`src/sv/isfp_pkg.sv`:
```
// Package for the IMU serial frame parser: request structs, protocol bytes,
// frame kind codes and the fixed-point scaling constants.
// No dependencies.
`default_nettype none

package isfp_pkg;

  // Protocol bytes
  localparam logic [7:0] HDR_BYTE = 8'h55;
  localparam logic [7:0] TYPE_ACC = 8'h51;
  localparam logic [7:0] TYPE_GYR = 8'h52;
  localparam logic [7:0] TYPE_ANG = 8'h53;

  // Frame kind codes as reported on the result
  localparam logic [1:0] KIND_ACC = 2'd0;
  localparam logic [1:0] KIND_GYR = 2'd1;
  localparam logic [1:0] KIND_ANG = 2'd2;

  // Scaling: scaled = (mag * SCALE_COEF + SCALE_OFS) >> SCALE_SHIFT.
  // Acceleration 49/40 uses a reciprocal of 40 (exact for every 16-bit
  // magnitude); the other two are exact binary fractions. Offsets fold in
  // the half for round-to-nearest.
  localparam int unsigned SCALE_SHIFT = 27;
  localparam int unsigned COEF_W      = 31;
  localparam logic [COEF_W-1:0] COEF_ACC = 31'd164416756;   // 49 * ceil(2^27/40)
  localparam logic [COEF_W-1:0] COEF_GYR = 31'd2097152000;  // 125 * 2^24
  localparam logic [COEF_W-1:0] COEF_ANG = 31'd188743680;   // 45 * 2^22
  localparam logic [COEF_W-1:0] OFS_ACC  = 31'd67108880;    // 20 * ceil(2^27/40)
  localparam logic [COEF_W-1:0] OFS_BIN  = 31'd67108864;    // half an LSB, 2^26

  typedef struct packed {
    logic [7:0] rx_byte;
    logic       end_of_buffer;
  } in_item_t;

  typedef struct packed {
    logic [1:0]          frame_kind;
    logic signed [15:0]  raw_x;
    logic signed [15:0]  raw_y;
    logic signed [15:0]  raw_z;
    logic signed [19:0]  scaled_x;
    logic signed [19:0]  scaled_y;
    logic signed [19:0]  scaled_z;
  } out_item_t;

endpackage

`default_nettype wire

```
`src/sv/imu_serial_frame_parser.sv`:
```
// IMU serial frame parser top level: input register, frame state machine,
// payload store, three axis scalers and the result register.
// Depends on isfp_pkg and isfp_axis_scale.
`default_nettype none

// Takes one received byte per request and emits one result per good frame
// (header 0x55, type 0x51/0x52/0x53, PAYLOAD_BYTES payload bytes, 8-bit sum
// checksum). One byte is accepted every clock cycle while the result side
// keeps up; a result is registered once its checksum byte is processed
// from the input register. The byte held in the input register is parsed and, on the
// checksum byte, the three axes are scaled by one constant multiply each
// straight into the result register, so that multiply sets the cycle time.
// A held result only stalls the input once the input register is full as
// well. Bad frames and unknown type bytes are dropped without a result;
// end_of_buffer sends the parser back to hunting after that byte. No
// clearing pass after reset: payload bytes are always written before use.
module imu_serial_frame_parser import isfp_pkg::*; #(
  parameter int unsigned PAYLOAD_BYTES = 8
) (
  input  logic      clk_i,
  input  logic      rst_ni,
  input  logic      in_valid_i,
  output logic      in_stall_o,
  input  in_item_t  in_item_i,
  output logic      out_valid_o,
  input  logic      out_stall_i,
  output out_item_t out_item_o
);

  localparam int unsigned IDX_W = $clog2(PAYLOAD_BYTES);
  localparam int unsigned POS_W = $clog2(PAYLOAD_BYTES + 1);

  localparam logic [2:0] PH_HUNT = 3'd0;
  localparam logic [2:0] PH_TYPE = 3'd1;
  localparam logic [2:0] PH_ACC  = 3'd2;
  localparam logic [2:0] PH_GYR  = 3'd3;
  localparam logic [2:0] PH_ANG  = 3'd4;

  logic             in_valid_q;
  in_item_t         in_q;
  logic [2:0]       phase_q, phase_d;
  logic [POS_W-1:0] pos_q, pos_d;
  logic [7:0]       sum_q, sum_d;
  logic [7:0]       store_q [PAYLOAD_BYTES];
  logic             out_valid_q;
  out_item_t        out_q;

  logic        out_free;
  logic        proc;
  logic        store_we;
  logic        good;
  logic [1:0]  kind;
  out_item_t   result;

  assign out_free   = !out_valid_q || !out_stall_i;
  assign proc       = in_valid_q && out_free;
  assign in_stall_o = in_valid_q && !out_free;

  // Input register
  always_ff @(posedge clk_i or negedge rst_ni) begin
    if (!rst_ni) begin
      in_valid_q <= 1'b0;
    end else if (!in_stall_o) begin
      in_valid_q <= in_valid_i;
    end
  end

  always_ff @(posedge clk_i) begin
    if (in_valid_i && !in_stall_o) begin
      in_q <= in_item_i;
    end
  end

  // Frame state machine
  always_comb begin
    phase_d  = phase_q;
    pos_d    = pos_q;
    sum_d    = sum_q;
    store_we = 1'b0;
    good     = 1'b0;
    case (phase_q)
      PH_HUNT: begin
        if (in_q.rx_byte == HDR_BYTE) begin
          sum_d   = HDR_BYTE;
          pos_d   = '0;
          phase_d = PH_TYPE;
        end
      end
      PH_TYPE: begin
        pos_d = '0;
        if (in_q.rx_byte inside {TYPE_ACC, TYPE_GYR, TYPE_ANG}) begin
          sum_d = sum_q + in_q.rx_byte;
          case (in_q.rx_byte)
            TYPE_GYR: phase_d = PH_GYR;
            TYPE_ANG: phase_d = PH_ANG;
            default:  phase_d = PH_ACC;
          endcase
        end else begin
          sum_d   = '0;
          phase_d = PH_HUNT;
        end
      end
      PH_ACC, PH_GYR, PH_ANG: begin
        if (pos_q < POS_W'(PAYLOAD_BYTES)) begin
          store_we = 1'b1;
          sum_d    = sum_q + in_q.rx_byte;
          pos_d    = pos_q + POS_W'(1);
        end else begin
          // Checksum byte: compare, then hunt again either way
          good    = (in_q.rx_byte == sum_q);
          phase_d = PH_HUNT;
          pos_d   = '0;
          sum_d   = '0;
        end
      end
      default: begin
        phase_d = PH_HUNT;
        pos_d   = '0;
        sum_d   = '0;
      end
    endcase
    if (in_q.end_of_buffer) begin
      phase_d = PH_HUNT;
      pos_d   = '0;
      sum_d   = '0;
    end
  end

  always_ff @(posedge clk_i or negedge rst_ni) begin
    if (!rst_ni) begin
      phase_q <= PH_HUNT;
      pos_q   <= '0;
      sum_q   <= '0;
    end else if (proc) begin
      phase_q <= phase_d;
      pos_q   <= pos_d;
      sum_q   <= sum_d;
    end
  end

  // Payload store
  always_ff @(posedge clk_i) begin
    if (proc && store_we) begin
      store_q[pos_q[IDX_W-1:0]] <= in_q.rx_byte;
    end
  end

  always_comb begin
    case (phase_q)
      PH_GYR:  kind = KIND_GYR;
      PH_ANG:  kind = KIND_ANG;
      default: kind = KIND_ACC;
    endcase
  end

  assign result.frame_kind = kind;
  assign result.raw_x      = signed'({store_q[1], store_q[0]});
  assign result.raw_y      = signed'({store_q[3], store_q[2]});
  assign result.raw_z      = signed'({store_q[5], store_q[4]});

  isfp_axis_scale u_scale_x (
    .raw_i    (result.raw_x),
    .kind_i   (kind),
    .scaled_o (result.scaled_x)
  );

  isfp_axis_scale u_scale_y (
    .raw_i    (result.raw_y),
    .kind_i   (kind),
    .scaled_o (result.scaled_y)
  );

  isfp_axis_scale u_scale_z (
    .raw_i    (result.raw_z),
    .kind_i   (kind),
    .scaled_o (result.scaled_z)
  );

  // Result register: hold while stalled
  always_ff @(posedge clk_i or negedge rst_ni) begin
    if (!rst_ni) begin
      out_valid_q <= 1'b0;
    end else if (out_free) begin
      out_valid_q <= proc && good;
    end
  end

  always_ff @(posedge clk_i) begin
    if (proc && good) begin
      out_q <= result;
    end
  end

  assign out_valid_o = out_valid_q;
  assign out_item_o  = out_q;

endmodule

`default_nettype wire

```
`src/sv/isfp_axis_scale.sv`:
```
// Axis scaler: converts one raw signed axis sample to units of 1/256 for
// the given frame kind, rounding half away from zero. Uses isfp_pkg.
`default_nettype none

module isfp_axis_scale import isfp_pkg::*; (
  input  logic signed [15:0] raw_i,
  input  logic [1:0]         kind_i,
  output logic signed [19:0] scaled_o
);

  localparam int unsigned PROD_W = 16 + COEF_W;

  logic              neg;
  logic [15:0]       mag;
  logic [COEF_W-1:0] coef;
  logic [COEF_W-1:0] ofs;
  logic [PROD_W-1:0] prod;
  logic [19:0]       quot;

  // Work on the magnitude so rounding is symmetric about zero
  assign neg = raw_i[15];
  assign mag = neg ? (16'(~raw_i) + 16'd1) : raw_i;

  always_comb begin
    case (kind_i)
      KIND_GYR: begin
        coef = COEF_GYR;
        ofs  = OFS_BIN;
      end
      KIND_ANG: begin
        coef = COEF_ANG;
        ofs  = OFS_BIN;
      end
      default: begin
        coef = COEF_ACC;
        ofs  = OFS_ACC;
      end
    endcase
  end

  assign prod     = PROD_W'(mag) * PROD_W'(coef) + PROD_W'(ofs);
  assign quot     = prod[SCALE_SHIFT +: 20];
  assign scaled_o = neg ? signed'(20'd0 - quot) : signed'(quot);

endmodule

`default_nettype wire

```
`config.mk`:
```
export PLATFORM = sky130hd
export DESIGN_NAME = imu_serial_frame_parser
export DESIGN_NICKNAME = d
export VERILOG_FILES = /design/src/sv/isfp_pkg.sv /design/src/sv/imu_serial_frame_parser.sv /design/src/sv/isfp_axis_scale.sv
export SDC_FILE = /design/constraint.sdc
export NUM_CORES = 2
export LEC_CHECK = 0
export ABC_AREA = 0
export BUFFER_PORTS_ARGS = -buffer_cell sky130_fd_sc_hd__buf_2
export CORE_UTILIZATION = 60
export CTS_CLUSTER_SIZE = 24
export DETAILED_ROUTE_END_ITERATION = 12
export PLACE_DENSITY_LB_ADDON = 0.2
export SYNTH_ARGS = -nofsm -noshare
export SYNTH_HDL_FRONTEND = slang
export SYNTH_SLANG_ARGS = --single-unit
```
`constraint.sdc`:
```
create_clock -name clk_i -period 8.73 [get_ports clk_i]
set_input_delay 0.873 -clock clk_i [delete_from_list [all_inputs] [get_ports clk_i]]
set_output_delay 0.873 -clock clk_i [all_outputs]
set_load 0.05 [all_outputs]
```
## Word level (Yosys, flattened, before mapping)

Memories as Yosys holds them, arrays and structs flattened.
Cells that the tools add are included.

- Flip-flop bits (word level): 136
- Bits in latches: 0
- ROM bits: 0
- Bits in writable memories: 64
- Input port bits: 13
- Output and inout bits: 112
- Memories kept: 1

- Multiply operators: 3
- Reduce and logical (&&, ||, !) cells: 16
- Mux-type cells: 30
- $add $sub $neg: 11
- Divide/modulo/power cells: 0
- Shift-type cells: 0
- Bitwise gates (word level): 3
- Magnitude comparators: 1
- Equality and inequality tests: 13

Memories:

| name | words | bits a word | rd ports | clocked after memory_dff | write ports | RTL line | text |
|---|---|---|---|---|---|---|---|
| store_q | 8 | 8 | 6 | 0 | 1 | imu_serial_frame_parser.sv:44 | `logic [7:0] store_q [PAYLOAD_BYTES];` |

Operators with widths:

| cell | number |
|---|---|
| 16-bit by 31-bit multiplier with 47-bit output | 3 |
| 47-bit by 27-bit adder with 47-bit output | 2 |
| 31-bit case mux with 2 select lines | 1 |
| 20-bit two-way mux | 3 |
| 1-bit by 20-bit subtractor with 20-bit output, first input constant | 3 |
| 16-bit by 1-bit adder with 16-bit output, second input constant | 3 |
| 16-bit two-way mux | 3 |
| 16-bit NOT | 3 |
| 47-bit by 31-bit adder with 47-bit output | 1 |
| 8-bit by 7-bit equality test with 1-bit output, second input constant | 4 |
| 8-bit two-way mux | 4 |
| 8-bit case mux with 3 select lines | 1 |
| 3-bit two-way mux | 4 |
| 4-bit two-way mux | 3 |
| 3-bit case mux with 3 select lines | 1 |
| 8-bit adder | 1 |
| 8-bit equality test | 1 |
| 4-bit case mux with 2 select lines | 1 |
| 3-bit by 2-bit equality test with 1-bit output, second input constant | 2 |
| 1-bit two-way mux | 6 |
| 3-bit inequality test, second input constant | 2 |
| 3-bit case mux with 2 select lines | 1 |
| 1-bit logical AND | 5 |
| 5-bit two-way mux | 1 |
| other kinds (15) | 18 |

## Logic depth before layout (Yosys ltp)

- Depth after elaboration: 8
- Mapped depth: 36

## By module

A second synthesis with hierarchy kept.

- Cells, all modules: 3969
- Area total of the unflattened synthesis: 38543.2 um^2

By module, submodules not included:

| module | times used | seq. area each (um^2) | cells each | area an instance (um^2) |
|---|---|---|---|---|
| isfp_axis_scale (u_scale_z) | 1 | 0.0 | 1255 | 10944.2 |
| isfp_axis_scale (u_scale_x) | 1 | 0.0 | 1219 | 10751.6 |
| isfp_axis_scale (u_scale_y) | 1 | 0.0 | 1181 | 10533.9 |
| imu_serial_frame_parser | 1 | 5440.2 | 314 | 6313.6 |

## Worst setup path before layout

No wires, ideal clock.

- Path kind: register to register
- From: reg in_q[2] in the netlist's numbering
- To: reg out_q, in the netlist out_item_o[0] (enable)
- Cell stages (with the launch flop): 5
- Arrival time: 8730 ps
- Setup slack: -714 ps
- Period minus slack after synthesis: 9444 ps
- Buffers on the path: 0
- Required time: 8016 ps
- Library setup time: 714 ps
- Path through: edfxtp_1 -> ha_1 -> nor4_1 -> nand4_1 -> nor3_1

- Longest elaborated chain between the ends: 4

Ends and longest elaborated chain:

| what | RTL line | text |
|---|---|---|
| start: declaration | imu_serial_frame_parser.sv:40 | `in_item_t in_q;` |
| start signal: assignment | imu_serial_frame_parser.sv:70 | `in_q <= in_item_i;` |
| 8-bit equality test | imu_serial_frame_parser.sv:110 | `good = (in_q.rx_byte == sum_q);` |
| 1-bit two-way mux | imu_serial_frame_parser.sv:104 | `if (pos_q < POS_W'(PAYLOAD_BYTES)) begin` |
| 1-bit two-way mux | imu_serial_frame_parser.sv:81 | `case (phase_q)` |
| 1-bit logical AND | imu_serial_frame_parser.sv:189 | `if (proc && good) begin` |
| end signal: assignment | imu_serial_frame_parser.sv:190 | `out_q <= result;` |
| end: declaration | imu_serial_frame_parser.sv:46 | `out_item_t out_q;` |

No other way between the ends.
A chain may end at the register's enable or synchronous reset.

==> results.py <==
metrics = {
    "finish": {
        "layout.cells.non_filler": 5015,
        "antenna_cells": 0,
        "nets": 5384,
        "fin_area_um2": 41760,
        "syn_to_final_growth_pct": 9.580,
        "drive_above_1_share": 0.1022,
    },
    "floorplanning": {
        "ios": 125,
        "std_cell_rows": 92,
        "die_area_um2": 64530,
        "initial_core_util": 0.6053,
        "core_um2": 62970,
        "die_h_um": 254.0,
        "die_x_um": 254.0,
    },
    "setup_path": {
        "reg2reg_to": "out_item_o[58]",
        "cp_slowest_cell": "fa_1",
        "r2r_cells": 28,
        "slowest_delay_ns": 0.57,
        "path_delay_family": "adder cells",
        "worstPathRequired_ns": 8.99,
        "cp-start-kind": "flip-flop",
        "worst-path-buf-inv": 5,
        "worstSetupEndpointType": "flip-flop",
        "cp_common_cell": "fa_1",
        "critical_path.max_fanout": 5,
        "worstSetupPathType": "flip-flop to flip-flop",
        "reg2reg_from": "store_q[0][5]",
        "worst_ep_arrival_time_ns": 8.79,
        "ff2ff_setup_slack_ns": 0.20,
    },
    "yosys": {
        "synth_warnings": 0,
        "ys_seq_elements": 184,
        "yosysTopAreaCell": "fa_1",
        "syn_area_um2": 38110,
        "synthTopCellsByArea": "fa_1 34%, ha_1 19%, edfxtp_1 13%",
        "ys_types": 103,
        "synth_ff_type": "edfxtp_1",
        "synthCells": 3924,
        "yosysTopAreaCellShare": 0.3393,
        "avgSynthCellArea_um2": 9.712,
        "seq_area_frac_synth": 0.1427,
        "synth_edf_count": 167,
        "synthArstFlopShare": 0.09239,
    },
    "global_route": {
        "top_usage_layer": "met2",
        "use_met2": 0.4843,
        "antenna_found_initial": 0,
        "use_met3": 0.05265,
        "first_global_vias": 28170,
        "grt_max_degree": 59,
        "grtUsageTotal": 0.3002,
        "grt_pass1_wl_um": 148000,
        "grtUsageMet1": 0.4135,
        "overflow": 0,
    },
    "power": {
        "clockPowerShare": 0.334,
        "pwr-share-comb": 0.269,
        "p_switching_mw": 0.8663,
        "leakage_nw": 21.55,
        "power_density_nw_per_um2": 60.15,
        "seq_power_share": 0.397,
        "cell_internal_pwr_mw": 1.646,
        "power_mw": 2.512,
        "peakVddDrop_v": 0.0001550,
        "swShare": 0.3449,
    },
    "routing": {
        "antenna_left": 0,
        "routedWlPerCell_um": 18.40,
        "drc_errors": 0,
        "drtPass1Iterations": 5,
        "routed_wirelength_um": 92270,
        "vias": 27570,
        "drt_iter0_drc": 1699,
        "vias_per_cell": 5.497,
    },
    "clock_network": {
        "postCtsHoldBufs": 0,
        "clock_sinks": 184,
        "clock_latency_ns": 0.51,
        "cts_root_buf": "clkbuf_16",
        "htreeDepth": 4,
        "cts_max_path_buffers": 2,
        "numCtsBuffers": 17,
        "path_clk_slew_ns": 0.09,
        "cts_tree": "built",
    },
    "sta": {
        "finalHoldViolCount": 0,
        "worstMarginPinSlew_ns": 1.054,
        "max_freq_mhz": 117.2,
        "slew_headroom": 0.2917,
        "holdWs_ns": 0.2917,
        "timing.final.crit_period_ns": 8.529,
        "finalSetupTns_ns": 0,
        "finalCritPeriodShare": 0.9770,
        "fin_worst_skew_ns": 0.02099,
        "slew_violations": 0,
        "setup_viol": 0,
    },
    "run": {
        "cap_violations": 0,
    },
    "worst_hold_path": {
        "min_path_type": "input port to async pin",
    },
    "placement": {
        "postPlaceCellArea_um2": 40620,
        "dp_hpwl_um": 79610,
        "place_inst": 4970,
        "place.gp.congestion": 1.007,
        "portBuffers": 124,
    },
    "status": {
        "status": "complete, no violations",
    },
}
[flip-flops by register name (all words and copies together), names as in the netlist]
signal	count
out_item_o	110
store_q	48
in_q	9
sum_q	8
pos_q	4
phase_q	3
in_valid_q	1
out_valid_o	1
[worst reg2reg max path, delay by kind of cell, from the launching register on]
kind,cells,cell delay [ns]
adder cells (fa/ha/maj),7,3.19
AO/OA/AOI/OAI,4,1.11
flip-flops,1,0.39
AND/OR/NAND/NOR,10,3.00
XOR/XNOR,2,0.19
buffers and inverters,5,0.41
[how the worst max path moves through the flow]
stage                       start        endpoint  cells past startpoint
floorplan           store_q[4][2]  out_item_o[16]                     31
global placement    store_q[4][4]  out_item_o[16]                     30
detailed placement  store_q[4][4]  out_item_o[16]                     30
CTS                 store_q[4][4]  out_item_o[16]                     30
global route        store_q[0][4]  out_item_o[58]                     30
finish              store_q[0][5]  out_item_o[58]                     28
[layer usage]
layer	routed length [um]	vias to the layer above
li1	-	12920
met1	39770	13680
met2	43550	848
met3	6329	127
met4	2619	0
met5	0	-
[stage by stage]
| stage | util | setup WS (ns) |
|---|---|---|
| after floorplan | - | 0.03387 |
| after global placement | 0.6451 | 0.1253 |
| after detailed placement | 0.6451 | -0.06305 |
| after CTS | 0.6553 | 0.02051 |
| after global routing | 0.6633 | -0.09410 |
| final | 0.6633 | 0.2005 |
[cells in the mapped netlist, types with 41 or more instances]
cell type	number
nor3_1	41
nand2_1	250
xnor2_1	118
inv_1	1089
edfxtp_1	167
nand3_1	43
fa_1	646
ha_1	569
o21ai_0	97
clkbuf_1	49
a21oi_1	118
nor2_1	193
[cells by family (layout without fill, tap and decap cells)]
group / count (synthesis) / count (layout) / synth area share
AO/OA/AOI/OAI: 468 / 468 / 0.08411
XOR/XNOR: 156 / 156 / 0.03585
adder cells (fa/ha/maj): 1215 / 1215 / 0.5261
buffers and inverters: 1149 / 1392 / 0.1136
flip-flops: 184 / 184 / 0.1427
multiplexers: 14 / 14 / 0.003841
other: 1 / 3 / 0.00009840
AND/OR/NAND/NOR: 737 / 737 / 0.09366
[cells in the final DEF (no fill, tap or decap), types with 12 or more instances in the layout]
cell type	count
inv_1	1086
fa_1	646
ha_1	563
nand2_1	249
nor2_1	185
edfxtp_1	167
buf_4	143
buf_2	124
a21oi_1	117
xnor2_1	116
o21ai_0	87
nand3_1	41
a21o_1	38
xor2_1	37
nand2b_1	36
nor3_1	34
nand4_1	28
o31ai_1	20
o211ai_1	18
and2_1	17
o21bai_1	17
clkbuf_16	17
dfrtp_1	17
or2_2	16
and4_1	15
a211oi_1	15
or3_1	14
o21ai_1	14
a31oi_1	13
and3_1	12
[power groups by stage]
| stage | clock network [mW] | registers (mW) | logic [mW] |
|---|---|---|---|
| after floorplan | 0 | 1.00 | 0.477 |
| after global placement | 0 | 1.02 | 0.636 |
| after detailed placement | 0 | 1.02 | 0.645 |
| after CTS | 0.855 | 0.997 | 0.650 |
| after global routing | 0.880 | 0.999 | 0.756 |
| final | 0.840 | 0.997 | 0.675 |
[what timing repair did]
action,CTS,global route
resized for setup,4,83
endpoints found under the hold margin,0,0
buffers inserted,1,12
endpoints found under the setup margin,5,43
pin swaps,2,30
[final cells by class]
type / instances / area [um^2]
Tap cell: 846 / 1059
Clock buffer: 17 / 425.4
Multi-Input combinational cell: 2593 / 28810
Sequential cell: 184 / 5440
Inverter: 1090 / 4091
Timing Repair Buffer: 270 / 1745
Fill cell: 5113 / 21200
Clock inverter: 15 / 192.7
No activity file was read; power rests on OpenSTA's default activity.
